**src/hw/rtl/cursor_sequence_store_macros.svh**
```systemverilog
// ----------------------------------------------------------------------------
// cursor_sequence_store_macros.svh
// Assertion macros shared by the cursor sequence store RTL.
// ----------------------------------------------------------------------------
`ifndef CURSOR_SEQUENCE_STORE_MACROS_SVH
`define CURSOR_SEQUENCE_STORE_MACROS_SVH

// Same-cycle implication, disabled while reset is asserted.
`define CSS_ASSERT_IMPL(name, clk, rst_n, ante, cons, msg) \
    name: assert property (@(posedge clk) disable iff (!(rst_n)) (ante) |-> (cons)) \
        else $error(msg);

// Next-cycle implication, disabled while reset is asserted.
`define CSS_ASSERT_NEXT(name, clk, rst_n, ante, cons, msg) \
    name: assert property (@(posedge clk) disable iff (!(rst_n)) (ante) |=> (cons)) \
        else $error(msg);

`endif

```
**src/hw/rtl/css_pkg.sv**
```systemverilog
// ----------------------------------------------------------------------------
// css_pkg
// Request codes, status codes and controller/datapath interface types.
// ----------------------------------------------------------------------------
package css_pkg;

    typedef enum logic [3:0] {
        REQ_START        = 4'd0,
        REQ_END          = 4'd1,
        REQ_LAST         = 4'd2,
        REQ_ADVANCE      = 4'd3,
        REQ_RETREAT      = 4'd4,
        REQ_INSERT       = 4'd5,
        REQ_ATTACH       = 4'd6,
        REQ_REMOVE_CUR   = 4'd7,
        REQ_INSERT_FRONT = 4'd8,
        REQ_ATTACH_BACK  = 4'd9,
        REQ_REMOVE_FRONT = 4'd10,
        REQ_READ_AT      = 4'd11
    } t_req;

    typedef enum logic [1:0] {
        ST_OK     = 2'd0,
        ST_FULL   = 2'd1,
        ST_NO_CUR = 2'd2,
        ST_RANGE  = 2'd3
    } t_status;

    // Kind of memory move that a request needs.
    typedef enum logic [1:0] {
        SH_NONE  = 2'd0,
        SH_OPEN  = 2'd1,
        SH_CLOSE = 2'd2
    } t_shift;

    // Commands from the controller to the datapath.
    typedef struct packed {
        logic load;      // latch a request and commit cursor and count
        logic step;      // read the next item to move
        logic fill;      // write the new word into the opened slot
        logic rd_cur;    // read the item under the cursor
        logic rd_pos;    // read the requested position
        logic out_load;  // load the result register
    } t_dp_cmd;

    // Status from the datapath to the controller.
    typedef struct packed {
        logic moves;     // item moves still pending
        logic at_last;   // the move address is the final one
        logic fill;      // the request writes a new word
    } t_dp_stat;

endpackage

```
**src/hw/rtl/css_ram.sv**
```systemverilog
// ----------------------------------------------------------------------------
// css_ram
// Generic single-write, single-read RAM with a registered read port.
// ----------------------------------------------------------------------------
module css_ram #(
    parameter int WIDTH = 32,
    parameter int DEPTH = 64,
    localparam int AW   = $clog2(DEPTH)
) (
    input  logic             i_clk,
    input  logic             i_we,
    input  logic [AW-1:0]    i_waddr,
    input  logic [WIDTH-1:0] i_wdata,
    input  logic             i_re,
    input  logic [AW-1:0]    i_raddr,
    output logic [WIDTH-1:0] o_rdata
);

    logic [WIDTH-1:0] r_mem [DEPTH];
    logic [WIDTH-1:0] r_rdata;

    always_ff @(posedge i_clk) begin
        if (i_we) begin
            r_mem[i_waddr] <= i_wdata;
        end
        if (i_re) begin
            r_rdata <= r_mem[i_raddr];
        end
    end

    assign o_rdata = r_rdata;

endmodule

```
**src/hw/rtl/css_ctrl.sv**
```systemverilog
// ----------------------------------------------------------------------------
// css_ctrl
// Request sequencer: item moves, slot fill, result reads and result hand-off.
// ----------------------------------------------------------------------------
`include "cursor_sequence_store_macros.svh"

module css_ctrl
    import css_pkg::*;
(
    input  logic     i_clk,
    input  logic     i_rst_n,
    input  logic     i_s_valid,
    output logic     o_s_ready,
    output logic     o_m_valid,
    input  logic     i_m_ready,
    input  t_dp_stat i_stat,
    output t_dp_cmd  o_cmd
);

    typedef enum logic [2:0] {
        S_IDLE,
        S_SHIFT,
        S_DRAIN,
        S_FILL,
        S_RD_CUR,
        S_RD_POS,
        S_RESP
    } t_state;

    t_state  r_state;
    t_state  n_state;
    logic    r_out_vld;
    logic    n_out_vld;
    t_dp_cmd cmd;

    always_comb begin
        n_state = r_state;
        cmd     = '0;
        unique case (r_state)
            S_IDLE: begin
                if (i_s_valid) begin
                    cmd.load = 1'b1;
                    n_state  = S_SHIFT;
                end
            end
            S_SHIFT: begin
                if (i_stat.moves) begin
                    cmd.step = 1'b1;
                    if (i_stat.at_last) begin
                        n_state = S_DRAIN;
                    end
                end else begin
                    n_state = i_stat.fill ? S_FILL : S_RD_CUR;
                end
            end
            // The final moved item is written in this cycle.
            S_DRAIN: begin
                n_state = i_stat.fill ? S_FILL : S_RD_CUR;
            end
            S_FILL: begin
                cmd.fill = 1'b1;
                n_state  = S_RD_CUR;
            end
            S_RD_CUR: begin
                cmd.rd_cur = 1'b1;
                n_state    = S_RD_POS;
            end
            S_RD_POS: begin
                cmd.rd_pos = 1'b1;
                n_state    = S_RESP;
            end
            S_RESP: begin
                if (!r_out_vld || i_m_ready) begin
                    cmd.out_load = 1'b1;
                    n_state      = S_IDLE;
                end
            end
            default: begin
                n_state = S_IDLE;
            end
        endcase
    end

    assign n_out_vld = cmd.out_load | (r_out_vld & ~i_m_ready);

    always_ff @(posedge i_clk) begin
        if (!i_rst_n) begin
            r_state   <= S_IDLE;
            r_out_vld <= 1'b0;
        end else begin
            r_state   <= n_state;
            r_out_vld <= n_out_vld;
        end
    end

    assign o_s_ready = (r_state == S_IDLE);
    assign o_m_valid = r_out_vld;
    assign o_cmd     = cmd;

    `CSS_ASSERT_NEXT(a_one_item_in_flight, i_clk, i_rst_n, i_s_valid && o_s_ready, r_state != S_IDLE, "request accepted but sequencer stayed idle")

endmodule

```
**src/hw/rtl/css_datapath.sv**
```systemverilog
// ----------------------------------------------------------------------------
// css_datapath
// Request decode, cursor and count registers, item memory and result register.
// ----------------------------------------------------------------------------
`include "cursor_sequence_store_macros.svh"

module css_datapath
    import css_pkg::*;
#(
    parameter int CAPACITY   = 64,
    parameter int DATA_WIDTH = 32,
    localparam int AW        = $clog2(CAPACITY),
    localparam int CW        = $clog2(CAPACITY + 1)
) (
    input  logic                  i_clk,
    input  logic                  i_rst_n,
    input  t_dp_cmd               i_cmd,
    output t_dp_stat              o_stat,
    input  logic [3:0]            i_req,
    input  logic [DATA_WIDTH-1:0] i_word,
    input  logic [AW-1:0]         i_pos,
    output logic [DATA_WIDTH-1:0] o_cur_value,
    output logic [DATA_WIDTH-1:0] o_read_value,
    output logic [CW-1:0]         o_item_count,
    output logic                  o_has_current,
    output t_status               o_status
);

    t_req req;

    // Committed state.
    logic [CW-1:0] r_cursor;
    logic [CW-1:0] r_count;

    // Latched request.
    logic [DATA_WIDTH-1:0] r_word;
    logic [AW-1:0]         r_pos;
    logic [AW-1:0]         r_slot;
    logic                  r_read_ok;
    t_status               r_status;
    logic                  r_fill;
    logic                  r_up;
    logic                  r_moves;
    logic [AW-1:0]         r_addr;
    logic [AW-1:0]         r_last;

    // Move pipeline: the item read in one cycle is written in the next.
    logic                  r_mv_vld;
    logic [AW-1:0]         r_mv_dst;

    logic [DATA_WIDTH-1:0] r_cur_val;

    // Result register.
    logic [DATA_WIDTH-1:0] r_o_cur;
    logic [DATA_WIDTH-1:0] r_o_rd;
    logic [CW-1:0]         r_o_cnt;
    logic                  r_o_hc;
    t_status               r_o_st;

    // Decode.
    t_status       n_status;
    logic [CW-1:0] n_cursor;
    logic [CW-1:0] n_count;
    t_shift        n_op;
    logic [CW-1:0] n_slot;
    logic          n_read_ok;
    logic          n_moves;
    logic [AW-1:0] n_addr;
    logic [AW-1:0] n_last;

    logic cur_vld;
    logic full;
    logic has_cur;

    // Memory port.
    logic                  mem_we;
    logic [AW-1:0]         mem_waddr;
    logic [DATA_WIDTH-1:0] mem_wdata;
    logic                  mem_re;
    logic [AW-1:0]         mem_raddr;
    logic [DATA_WIDTH-1:0] mem_rdata;

    assign req     = t_req'(i_req);
    assign cur_vld = (r_cursor < r_count);
    assign full    = (r_count == CW'(CAPACITY));
    assign has_cur = (r_cursor < r_count);

    always_comb begin
        n_status  = ST_OK;
        n_cursor  = r_cursor;
        n_count   = r_count;
        n_op      = SH_NONE;
        n_slot    = '0;
        n_read_ok = 1'b0;
        unique case (req)
            REQ_START: begin
                n_cursor = '0;
            end
            REQ_END: begin
                n_cursor = (r_count != '0) ? r_count - 1'b1 : '0;
            end
            REQ_LAST: begin
                n_cursor = CW'(CAPACITY - 1);
            end
            REQ_ADVANCE: begin
                if (!cur_vld) begin
                    n_status = ST_NO_CUR;
                end else begin
                    n_cursor = r_cursor + 1'b1;
                end
            end
            REQ_RETREAT: begin
                if (r_cursor != '0) begin
                    n_cursor = r_cursor - 1'b1;
                end
            end
            REQ_INSERT: begin
                if (full) begin
                    n_status = ST_FULL;
                end else begin
                    n_op     = SH_OPEN;
                    n_slot   = cur_vld ? r_cursor : '0;
                    n_cursor = n_slot;
                    n_count  = r_count + 1'b1;
                end
            end
            REQ_ATTACH: begin
                if (full) begin
                    n_status = ST_FULL;
                end else begin
                    n_op     = SH_OPEN;
                    n_slot   = cur_vld ? r_cursor + 1'b1 : r_count;
                    n_cursor = n_slot;
                    n_count  = r_count + 1'b1;
                end
            end
            REQ_INSERT_FRONT: begin
                if (full) begin
                    n_status = ST_FULL;
                end else begin
                    n_op     = SH_OPEN;
                    n_slot   = '0;
                    n_cursor = '0;
                    n_count  = r_count + 1'b1;
                end
            end
            REQ_ATTACH_BACK: begin
                if (full) begin
                    n_status = ST_FULL;
                end else begin
                    n_op     = SH_OPEN;
                    n_slot   = r_count;
                    n_cursor = r_count;
                    n_count  = r_count + 1'b1;
                end
            end
            REQ_REMOVE_CUR: begin
                if (!cur_vld) begin
                    n_status = ST_NO_CUR;
                end else begin
                    n_op    = SH_CLOSE;
                    n_slot  = r_cursor;
                    n_count = r_count - 1'b1;
                end
            end
            REQ_REMOVE_FRONT: begin
                if (!cur_vld) begin
                    n_status = ST_NO_CUR;
                end else begin
                    n_op     = SH_CLOSE;
                    n_slot   = '0;
                    n_cursor = '0;
                    n_count  = r_count - 1'b1;
                end
            end
            REQ_READ_AT: begin
                if (CW'(i_pos) >= r_count) begin
                    n_status = ST_RANGE;
                end else begin
                    n_read_ok = 1'b1;
                end
            end
            default: begin
            end
        endcase
    end

    // Opening a slot walks down from the last item to the slot; closing one
    // walks up from just above the slot to the last item.
    always_comb begin
        n_moves = 1'b0;
        n_addr  = '0;
        n_last  = '0;
        unique case (n_op)
            SH_OPEN: begin
                n_moves = (n_slot != r_count);
                n_addr  = AW'(r_count - 1'b1);
                n_last  = AW'(n_slot);
            end
            SH_CLOSE: begin
                n_moves = ((n_slot + 1'b1) < r_count);
                n_addr  = AW'(n_slot + 1'b1);
                n_last  = AW'(r_count - 1'b1);
            end
            default: begin
            end
        endcase
    end

    always_ff @(posedge i_clk) begin
        if (!i_rst_n) begin
            r_cursor <= '0;
            r_count  <= '0;
            r_moves  <= 1'b0;
            r_fill   <= 1'b0;
            r_mv_vld <= 1'b0;
        end else begin
            r_mv_vld <= i_cmd.step;
            if (i_cmd.load) begin
                r_cursor <= n_cursor;
                r_count  <= n_count;
                r_moves  <= n_moves;
                r_fill   <= (n_op == SH_OPEN);
            end else if (i_cmd.step && (r_addr == r_last)) begin
                r_moves <= 1'b0;
            end
        end
    end

    always_ff @(posedge i_clk) begin
        if (i_cmd.load) begin
            r_word    <= i_word;
            r_pos     <= i_pos;
            r_slot    <= AW'(n_slot);
            r_read_ok <= n_read_ok;
            r_status  <= n_status;
            r_up      <= (n_op == SH_OPEN);
            r_addr    <= n_addr;
            r_last    <= n_last;
        end else if (i_cmd.step) begin
            r_addr <= r_up ? r_addr - 1'b1 : r_addr + 1'b1;
        end
        if (i_cmd.step) begin
            r_mv_dst <= r_up ? r_addr + 1'b1 : r_addr - 1'b1;
        end
        // The cursor read issued in S_RD_CUR lands here.
        if (i_cmd.rd_pos) begin
            r_cur_val <= mem_rdata;
        end
        if (i_cmd.out_load) begin
            r_o_cur <= has_cur ? r_cur_val : '0;
            r_o_rd  <= r_read_ok ? mem_rdata : '0;
            r_o_cnt <= r_count;
            r_o_hc  <= has_cur;
            r_o_st  <= r_status;
        end
    end

    assign mem_we    = r_mv_vld | i_cmd.fill;
    assign mem_waddr = r_mv_vld ? r_mv_dst : r_slot;
    assign mem_wdata = r_mv_vld ? mem_rdata : r_word;
    assign mem_re    = i_cmd.step | i_cmd.rd_cur | i_cmd.rd_pos;

    always_comb begin
        priority if (i_cmd.step) begin
            mem_raddr = r_addr;
        end else if (i_cmd.rd_cur) begin
            mem_raddr = AW'(r_cursor);
        end else begin
            mem_raddr = r_pos;
        end
    end

    css_ram #(
        .WIDTH (DATA_WIDTH),
        .DEPTH (CAPACITY)
    ) u_items (
        .i_clk   (i_clk),
        .i_we    (mem_we),
        .i_waddr (mem_waddr),
        .i_wdata (mem_wdata),
        .i_re    (mem_re),
        .i_raddr (mem_raddr),
        .o_rdata (mem_rdata)
    );

    assign o_stat.moves   = r_moves;
    assign o_stat.at_last = (r_addr == r_last);
    assign o_stat.fill    = r_fill;

    assign o_cur_value   = r_o_cur;
    assign o_read_value  = r_o_rd;
    assign o_item_count  = r_o_cnt;
    assign o_has_current = r_o_hc;
    assign o_status      = r_o_st;

    `CSS_ASSERT_IMPL(a_write_port_single, i_clk, i_rst_n, r_mv_vld, !i_cmd.fill, "item move and slot fill collide on the write port")
    `CSS_ASSERT_IMPL(a_count_bound, i_clk, i_rst_n, 1'b1, r_count <= CW'(CAPACITY), "item count above capacity")
    `CSS_ASSERT_NEXT(a_error_keeps_state, i_clk, i_rst_n, i_cmd.load && (n_status != ST_OK), (r_count == $past(r_count)) && (r_cursor == $past(r_cursor)), "rejected request changed cursor or count")

endmodule

```
**src/hw/rtl/cursor_sequence_store.sv**
```systemverilog
// ----------------------------------------------------------------------------
// cursor_sequence_store
// An ordered store of up to CAPACITY words with a cursor. Each request beat
// moves the cursor, inserts or attaches a word (later items shift up),
// removes an item (later items shift down) or reads an item by position, and
// yields exactly one result beat with the current item, the item count, a
// has-current flag and a status code. Requests are handled one at a time.
// The items live in a single RAM with one write and one registered read
// port, and item moves go through that RAM at one item per cycle, so the
// cost of a request is set by how many items it moves. After the beat is
// accepted, a request walks its item moves, writes the new word (insert and
// attach only), reads the current item and the requested position, and then
// loads the result register. The result beat is valid from the cycle after
// the load, and the next request beat can be taken in that same cycle. The
// worst case at the default capacity is an insert at the front of 63 held
// items. A result that finds the output register still full waits until
// that register is taken, which adds those stall cycles. A new request is
// accepted while the previous result still waits on the output. The item
// memory is not cleared at reset and needs no clearing pass; items beyond
// the count are never reported.
// ----------------------------------------------------------------------------
module cursor_sequence_store
    import css_pkg::*;
#(
    parameter int CAPACITY   = 64,
    parameter int DATA_WIDTH = 32,
    localparam int AW        = $clog2(CAPACITY),
    localparam int CW        = $clog2(CAPACITY + 1),
    localparam int IDW       = ((DATA_WIDTH + AW + 7) / 8) * 8,
    localparam int ODW       = ((2 * DATA_WIDTH + CW + 7) / 8) * 8
) (
    input  logic           i_clk,
    input  logic           i_rst_n,

    // Request stream.
    input  logic           s_axis_tvalid,
    output logic           s_axis_tready,
    input  logic [IDW-1:0] s_axis_tdata,   // entry_value, position, zero fill
    input  logic [3:0]     s_axis_tuser,   // req_type

    // Result stream.
    output logic           m_axis_tvalid,
    input  logic           m_axis_tready,
    output logic [ODW-1:0] m_axis_tdata,   // current_value, read_value,
                                           // item_count, zero fill
    output logic [2:0]     m_axis_tuser    // has_current, status
);

    t_dp_cmd  cmd;
    t_dp_stat stat;

    logic [DATA_WIDTH-1:0] in_word;
    logic [AW-1:0]         in_pos;

    logic [DATA_WIDTH-1:0] cur_value;
    logic [DATA_WIDTH-1:0] read_value;
    logic [CW-1:0]         item_count;
    logic                  has_current;
    t_status               status;

    // Unpack the request beat.
    assign in_word = s_axis_tdata[DATA_WIDTH-1:0];
    assign in_pos  = s_axis_tdata[DATA_WIDTH +: AW];

    // The controller sequences each request: it accepts a beat, walks the
    // item moves, writes the new word, issues the cursor and position reads,
    // and hands the result to the output register once that register is free.
    css_ctrl u_ctrl (
        .i_clk     (i_clk),
        .i_rst_n   (i_rst_n),
        .i_s_valid (s_axis_tvalid),
        .o_s_ready (s_axis_tready),
        .o_m_valid (m_axis_tvalid),
        .i_m_ready (m_axis_tready),
        .i_stat    (stat),
        .o_cmd     (cmd)
    );

    // The datapath decodes the request at acceptance, commits the new cursor
    // and count at once, and keeps the item RAM and the result register.
    css_datapath #(
        .CAPACITY   (CAPACITY),
        .DATA_WIDTH (DATA_WIDTH)
    ) u_dp (
        .i_clk         (i_clk),
        .i_rst_n       (i_rst_n),
        .i_cmd         (cmd),
        .o_stat        (stat),
        .i_req         (s_axis_tuser),
        .i_word        (in_word),
        .i_pos         (in_pos),
        .o_cur_value   (cur_value),
        .o_read_value  (read_value),
        .o_item_count  (item_count),
        .o_has_current (has_current),
        .o_status      (status)
    );

    // Pack the result beat, lowest field first.
    assign m_axis_tdata = ODW'({item_count, read_value, cur_value});
    assign m_axis_tuser = {status, has_current};

endmodule

```
**config.mk**
```make
export PLATFORM = sky130hd
export DESIGN_NAME = cursor_sequence_store
export DESIGN_NICKNAME = d
export VERILOG_FILES = /design/src/hw/rtl/css_pkg.sv /design/src/hw/rtl/css_ram.sv /design/src/hw/rtl/css_ctrl.sv /design/src/hw/rtl/css_datapath.sv /design/src/hw/rtl/cursor_sequence_store.sv
export VERILOG_INCLUDE_DIRS = /design/src /design/src/hw/rtl
export SDC_FILE = /design/constraint.sdc
export NUM_CORES = 2
export LEC_CHECK = 0
export BUFFER_PORTS_ARGS = -buffer_cell sky130_fd_sc_hd__buf_2
export CORE_UTILIZATION = 28
export CTS_BUF_LIST = sky130_fd_sc_hd__clkbuf_8
export DETAILED_ROUTE_END_ITERATION = 12
export PLACE_DENSITY = 0.54
export RECOVER_POWER = 25
export SETUP_SLACK_MARGIN = 0.2
export SLEW_MARGIN = 5
export SYNTH_ARGS = -nofsm -noshare
export SYNTH_HDL_FRONTEND = slang
export SYNTH_SLANG_ARGS = --single-unit
```
**constraint.sdc**
```tcl
create_clock -name i_clk -period 11.7 [get_ports i_clk]
set_input_delay 2.34 -clock i_clk [delete_from_list [all_inputs] [get_ports i_clk]]
set_output_delay 2.34 -clock i_clk [all_outputs]
set_load 0.02 [all_outputs]
```
Yosys cells after proc, flatten, opt, wreduce, memory -nomap -nowiden
Memories as Yosys holds them, arrays and structs flattened. A register that Yosys moved wholly into a read port is not among the register bits.
Index checks and enable logic that the tools add are counted.
- $lt $le $gt $ge: 3
- equality and inequality tests: 34
- reductions and logical operators: 17
- add/sub/neg operators: 7
- bitwise gates (word level): 6
- multiplexer cells: 56
- operators with widths (operator ; count):
    2-to-1 mux 7 bit ; 15
    one-hot mux 7 bit (10 select lines) ; 1
    2-to-1 mux 6 bit ; 7
    2-to-1 mux 32 bit ; 1
    one-hot mux 7 bit (4 select lines) ; 1
    one-hot mux 6 bit (2 select lines) ; 2
    adder 7 x 1 -> 7 bit (second input constant) ; 3
    one-hot mux 3 bit (7 select lines) ; 1
    equality test 4 x 3 -> 1 bit (second input constant) ; 4
    equality test 4 bit (second input constant) ; 4
    2-to-1 mux 1 bit ; 16
    2-to-1 mux 3 bit ; 5
    < comparator 7 bit ; 2
    one-hot mux 7 bit (2 select lines) ; 1
    nonzero test 7 bit ; 2
    subtractor 7 x 1 -> 7 bit (second input constant) ; 2
    != test 2 bit (second input constant) ; 6
    != test 2 x 1 -> 1 bit (second input constant) ; 5
    nonzero test 10 bit ; 1
    equality test 3 bit (second input constant) ; 3
    AND reduction 9 bit ; 1
    equality test 4 x 2 -> 1 bit (second input constant) ; 2
    equality test 7 bit (second input constant) ; 1
    >= comparator 6 x 7 -> 1 bit ; 1
    other kinds (28) ; 36
- register bits after elaboration: 193
- output and inout port bits: 77
- input bits: 48
- memories: 1
- memory bits (writable): 2048
- word-level logic and storage cells: 146
- memories (memory ; words ; bits a word ; read ports ; clocked after memory_dff ; wr ports ; RTL line ; RTL):
    u_dp.u_items.r_mem ; 64 ; 32 ; 1 ; 1 ; 1 ; css_ram.sv:19 ; logic [WIDTH-1:0] r_mem [DEPTH];

Logic depth before layout (Yosys ltp)
- depth after elaboration: 8
- mapped depth: 19
- depth with buffers taken out: 18

Cells and area by module
From an unflattened synthesis, not the netlist that was laid out.
- cells, all modules: 4150
- area, all modules: 88646.3 um^2
- by module, submodules not included (module ; times used ; area each (um^2) ; cells each):
    css_ram ; 1 ; 78833.1 ; 3324
    css_datapath ; 1 ; 9461.6 ; 782
    css_ctrl ; 1 ; 332.8 ; 41
    cursor_sequence_store ; 1 ; 18.8 ; 3

Least setup slack after synthesis
OpenSTA, ideal clock, no wires.
- path kind: input -> register
- from: in s_axis_tuser[1]
- to: reg u_dp.r_moves
- cell stages on the path: 14
- arrival: 5198 ps
- path slack: 6424 ps
- path buffers: 2
- required time: 11622 ps
- cells stage by stage: clkbuf_1 > clkbuf_1 > nand2_1 > o32ai_1 > a22o_1 > ha_1 > nand3_1 > nand3b_1 > xor2_1 > ha_1 > a2111oi_0 > a21oi_1 > o2111a_1 > a32oi_1
- longest elaborated chain between the ends: 6
- elaborated cells on any way between the ends: 17
- RTL lines (element ; RTL line ; RTL):
    from (decl) ; cursor_sequence_store.sv:39 ; input logic [3:0] s_axis_tuser,
    equality test 4 x 3 -> 1 bit / equality test 4 bit (equally long branches) ; css_datapath.sv:95 ; unique case (req)
    one-hot mux 7 bit (4 select lines) * ; css_datapath.sv:95 ;
    via u_dp.n_slot[0] ; css_datapath.sv:65 ; logic [CW-1:0] n_slot;
    adder 7 x 1 -> 7 bit ; css_datapath.sv:201 ; n_moves = ((n_slot + 1'b1) < r_count);
    < comparator 7 bit ; css_datapath.sv:201 ;
    one-hot mux 1 bit (2 select lines) * ; css_datapath.sv:194 ; unique case (n_op)
    2-to-1 mux 1 bit * ; css_datapath.sv:219 ; if (i_cmd.load) begin
    to (signal assigned) ; css_datapath.sv:222 ; r_moves <= n_moves;
    to (decl) ; css_datapath.sv:43 ; logic r_moves;
Mark *: on every way through the listed nets, which the timed path passes. The rest lies on a longest branch.
A chain may end at the register's enable or synchronous reset.

Final worst setup path
- from: reg u_dp.r_mv_vld
- to: mem u_dp.u_items.r_mem[40][10], data pin
- longest elaborated chain between the ends: 1
- RTL lines (element ; RTL line ; RTL):
    from (decl) ; css_datapath.sv:48 ; logic r_mv_vld;
    from (signal assigned) ; css_datapath.sv:218 ; r_mv_vld <= i_cmd.step;
    2-to-1 mux 32 bit ; css_datapath.sv:261 ; assign mem_wdata = r_mv_vld ? mem_rdata : r_word;
    via u_dp.mem_wdata[10] ; css_datapath.sv:78 ; logic [DATA_WIDTH-1:0] mem_wdata;
    to (decl) ; css_ram.sv:19 ;
The timed path passes the listed nets, and every way through them passes these cells.

==> impl_results.md <==
* Number of hold buffers added after CTS at 0
* Endpoints failing hold at 0
* Via density at 5.04
* Share of the core filled with cells at 0.322
* Worst-case clock buffer depth at 4
* Starting Density at 0.282
* Post-placement cell count at ~10000
* Sequential fraction of the synthesis area at 0.763
* Height of the chip at about 570 um
* Avg Synthesized Cell Area at 14.9 um^2
* Nets at ~6400
* Yosys synthesis warning count at 0
* Share of final-layout standard cells stronger than drive strength 1 at 0.119
* Cell area after layout at between 0.1 and 0.15 mm^2
* Category of the critical setup timing path: flop to flop
* Max-slew headroom at -1.36
* Worst-Skew Late Latency at ~1.1 ns
* Pin count of the biggest net entering global routing at about 140
* Signed area change from the synthesized netlist to the final layout at 14.1%
* Cell area after synthesis at just under 0.09 mm^2
* P per Cell Area at 170 mW/mm^2
* Setup repair after global routing missed its margin: no
* Total Power at about 17 mW
* Final-report max-slew violation count at between 1500 and 2000
* Maximum VDD drop at ~0.11 mV
* Clk pin slew, worst setup/hold paths at around 0.070 ns
* Total Negative Setup Slacks at 0 ns
* Number of detailed-route iterations in the first pass at 6
* Clock sinks at between 2000 and 2500
* Global-route wire length before repair at between 300 and 400 mm
* Number of antenna violations at the first check in global routing at 14
* Die Span X at between 500 and 600 um
* Cell count after synthesis at approximately 6000
* Maximum capacitance violations at 26
* Kind of end point of the critical path: flop
* I/O pin count at ~130
* Worst-path fanout max at 64
* Buffer cell driving the clock tree root: clkbuf_8
* Critical path data arrival time at roughly 7.0 ns
* Critical Path Start Type: flop
* Clock tree from TritonCTS: yes
* Status: finished with violations
* Flip-flop and latch count after synthesis at approximately 2300
* Routed WL per cell at around 25 um
* Final worst setup slack at 5.05 ns
* HP Class: flop to flop
* Port buffer count at ~120
* Pre-CTS worst setup slack at around 5.6 ns
* Number of flops mapped to enable cells by yosys at roughly 2300
* Area of the placeable core at roughly 0.32 mm^2
* Total half-perimeter wirelength after legalization and detailed placement at about 140 mm
* Row cnt at 206
* Final setup vio count at 0
* Static Leak at between 30 and 40 nW
* Number of DRC markers after the initial detailed-route iteration at 6604
* Number of gates resized after CTS at 0
* Post-route worst hold slack at about 0.39 ns
* Data required time at the worst endpoint at roughly 12 ns
* Upper clock frequency limit at 0.150 GHz
* Post-synth top flop: edfxtp_1
* Total number of vias at ~54000
* Post-CTS Setup Bufs at 0
* DIE AREA at ~0.32 mm^2
* Ratio of final minimum period to clock period at 0.569
* Residual DRC count at 0
* Post-DRT Antenna Nets at 0
* Clk_skew at between 0.07 and 0.08 ns
* Syn nets at 6078
* Synth unique cells at 80
* Sum of overflow across all layers after global routing at 0
* Weighted congestion at the end of routability-driven global placement at about 0.83
* Total routing usage reported by global routing at 0.161
* Number of global-route vias before repair at ~53000
* Placed Instance Area at around 0.095 mm^2
* Share of async-settable or async-resettable flops after synthesis at 0
* Detailed-route wire length at between 200 and 300 mm
* Level count of the clock H-tree at 5
* TritonCTS Buffers at 380
* Transition at the pin with the smallest max-transition slack at 3.54 ns
* Non-filler instance count after layout at 10700
* Crit path time final at 6.65 ns
* Violations in the final reports: capacitance limit, slew limit
* Minimum setup slack among reg-to-reg paths at slightly above 5 ns
layout make-up:
cell class | instances | area, um^2
fill | 30800 | 214000
sequential | 2273 | 68000
multi-input combinational | 3316 | 20000
clock buffer | 385 | 5300
tap | 4160 | 5200
timing repair buffer | 297 | 1960
clock inverter | 260 | 1080
inverter | 33 | 124
antenna | 14 | 35.0
cells in the mapped netlist, drive strengths merged (30+ instances only):
cell | count | share of area
a31oi | 320 | 0.022
nand4 | 43 | 0.0030
inv | 31 | 0.0013
mux2i | 392 | 0.044
a222oi | 64 | 0.0072
and2 | 72 | 0.0050
buf | 155 | 0.0083
a32oi | 190 | 0.019
clkbuf | 224 | 0.0094
a21oi | 30 | 0.0017
and3 | 133 | 0.0093
nand2 | 1355 | 0.057
mux2 | 35 | 0.0044
edfxtp | 2252 | 0.76
nor2 | 121 | 0.0051
o21ai | 33 | 0.0019
nand3 | 295 | 0.017
layout by cell type (no fill, tap or decap), drive strengths merged, types with 26 or more instances in the layout:
master  count
a222oi     64
a21oi      30
a32oi     190
clkbuf    425
edfxtp   2252
a31oi     320
mux2i     392
xnor2      26
and2       72
nor2      121
inv       182
clkinv    104
buf       257
nand3     295
mux2       35
and3      133
nand2    1355
ha         29
o21ai      33
nand4      43
metal layers:
layer / wire length (um) / vias to the layer above / GRT usage
met5: 13 / - / 0
met4: 6940 / 2 / 0.0479
met3: 20500 / 471 / 0.0261
met2: 125000 / 2376 / 0.261
met1: 113000 / 27700 / 0.220
li1: - / 23600 / -
flip-flops by register name (all words and copies together), names as in the netlist, 2 cells and up:
register and cells:
u_dp.r_last 6, u_dp.r_cursor 7, u_dp.r_addr 6, u_dp.r_pos 6, u_dp.r_count 7, u_dp.o_read_value 32
u_dp.r_slot 6, u_dp.r_cur_val 32, u_dp.o_item_count 7, u_dp.r_word 32, u_dp.r_mv_dst 6, u_ctrl.r_state 3
u_dp.o_status 2, u_dp.o_cur_value 32, u_dp.r_status 2, u_dp.u_items.o_rdata 32, u_dp.u_items.r_mem 2048
critical path, cell delays in order, from the launching register on:
cell,delay (ns)
dfxtp_2,0.31
clkbuf_1,2.41
mux2_2,0.54
clkbuf_1,2.47
report_power, final:
group	internal [mW]	total, mW	switching (mW)
registers	9.13	9.20	0.0683
clock network	3.07	6.17	3.10
logic	0.516	1.95	1.44
logic make-up (layout without fill, tap and decap cells):
logic type               count (synthesis)  count (layout)  share of synthesized area
multiplexers                           427             427                     0.0484
flip-flops                            2273            2273                      0.763
adder cells (fa/ha/maj)                 29              29                    0.00407
other                                    1              15                  0.0000420
AND/OR/NAND/NOR                       2093            2093                      0.102
buffers and inverters                  412             975                     0.0191
AO/OA/AOI/OAI                          731             731                     0.0606
XOR/XNOR                                35              35                    0.00344
final timing paths:
check,from,to,cells past startpoint
worst max register to register,u_dp.r_mv_vld$_SDFF_PN0_,u_dp.u_items.r_mem[40][10]$_DFFE_PP_,3
worst max-delay path,u_dp.r_mv_vld$_SDFF_PN0_,u_dp.u_items.r_mem[40][10]$_DFFE_PP_,3
worst min-delay path,u_dp.r_status[1]$_DFFE_PP_,u_dp.o_status[1]$_DFFE_PP_,0
worst min register to register,u_dp.r_status[1]$_DFFE_PP_,u_dp.o_status[1]$_DFFE_PP_,0
Power figures use the tool's default switching activity.
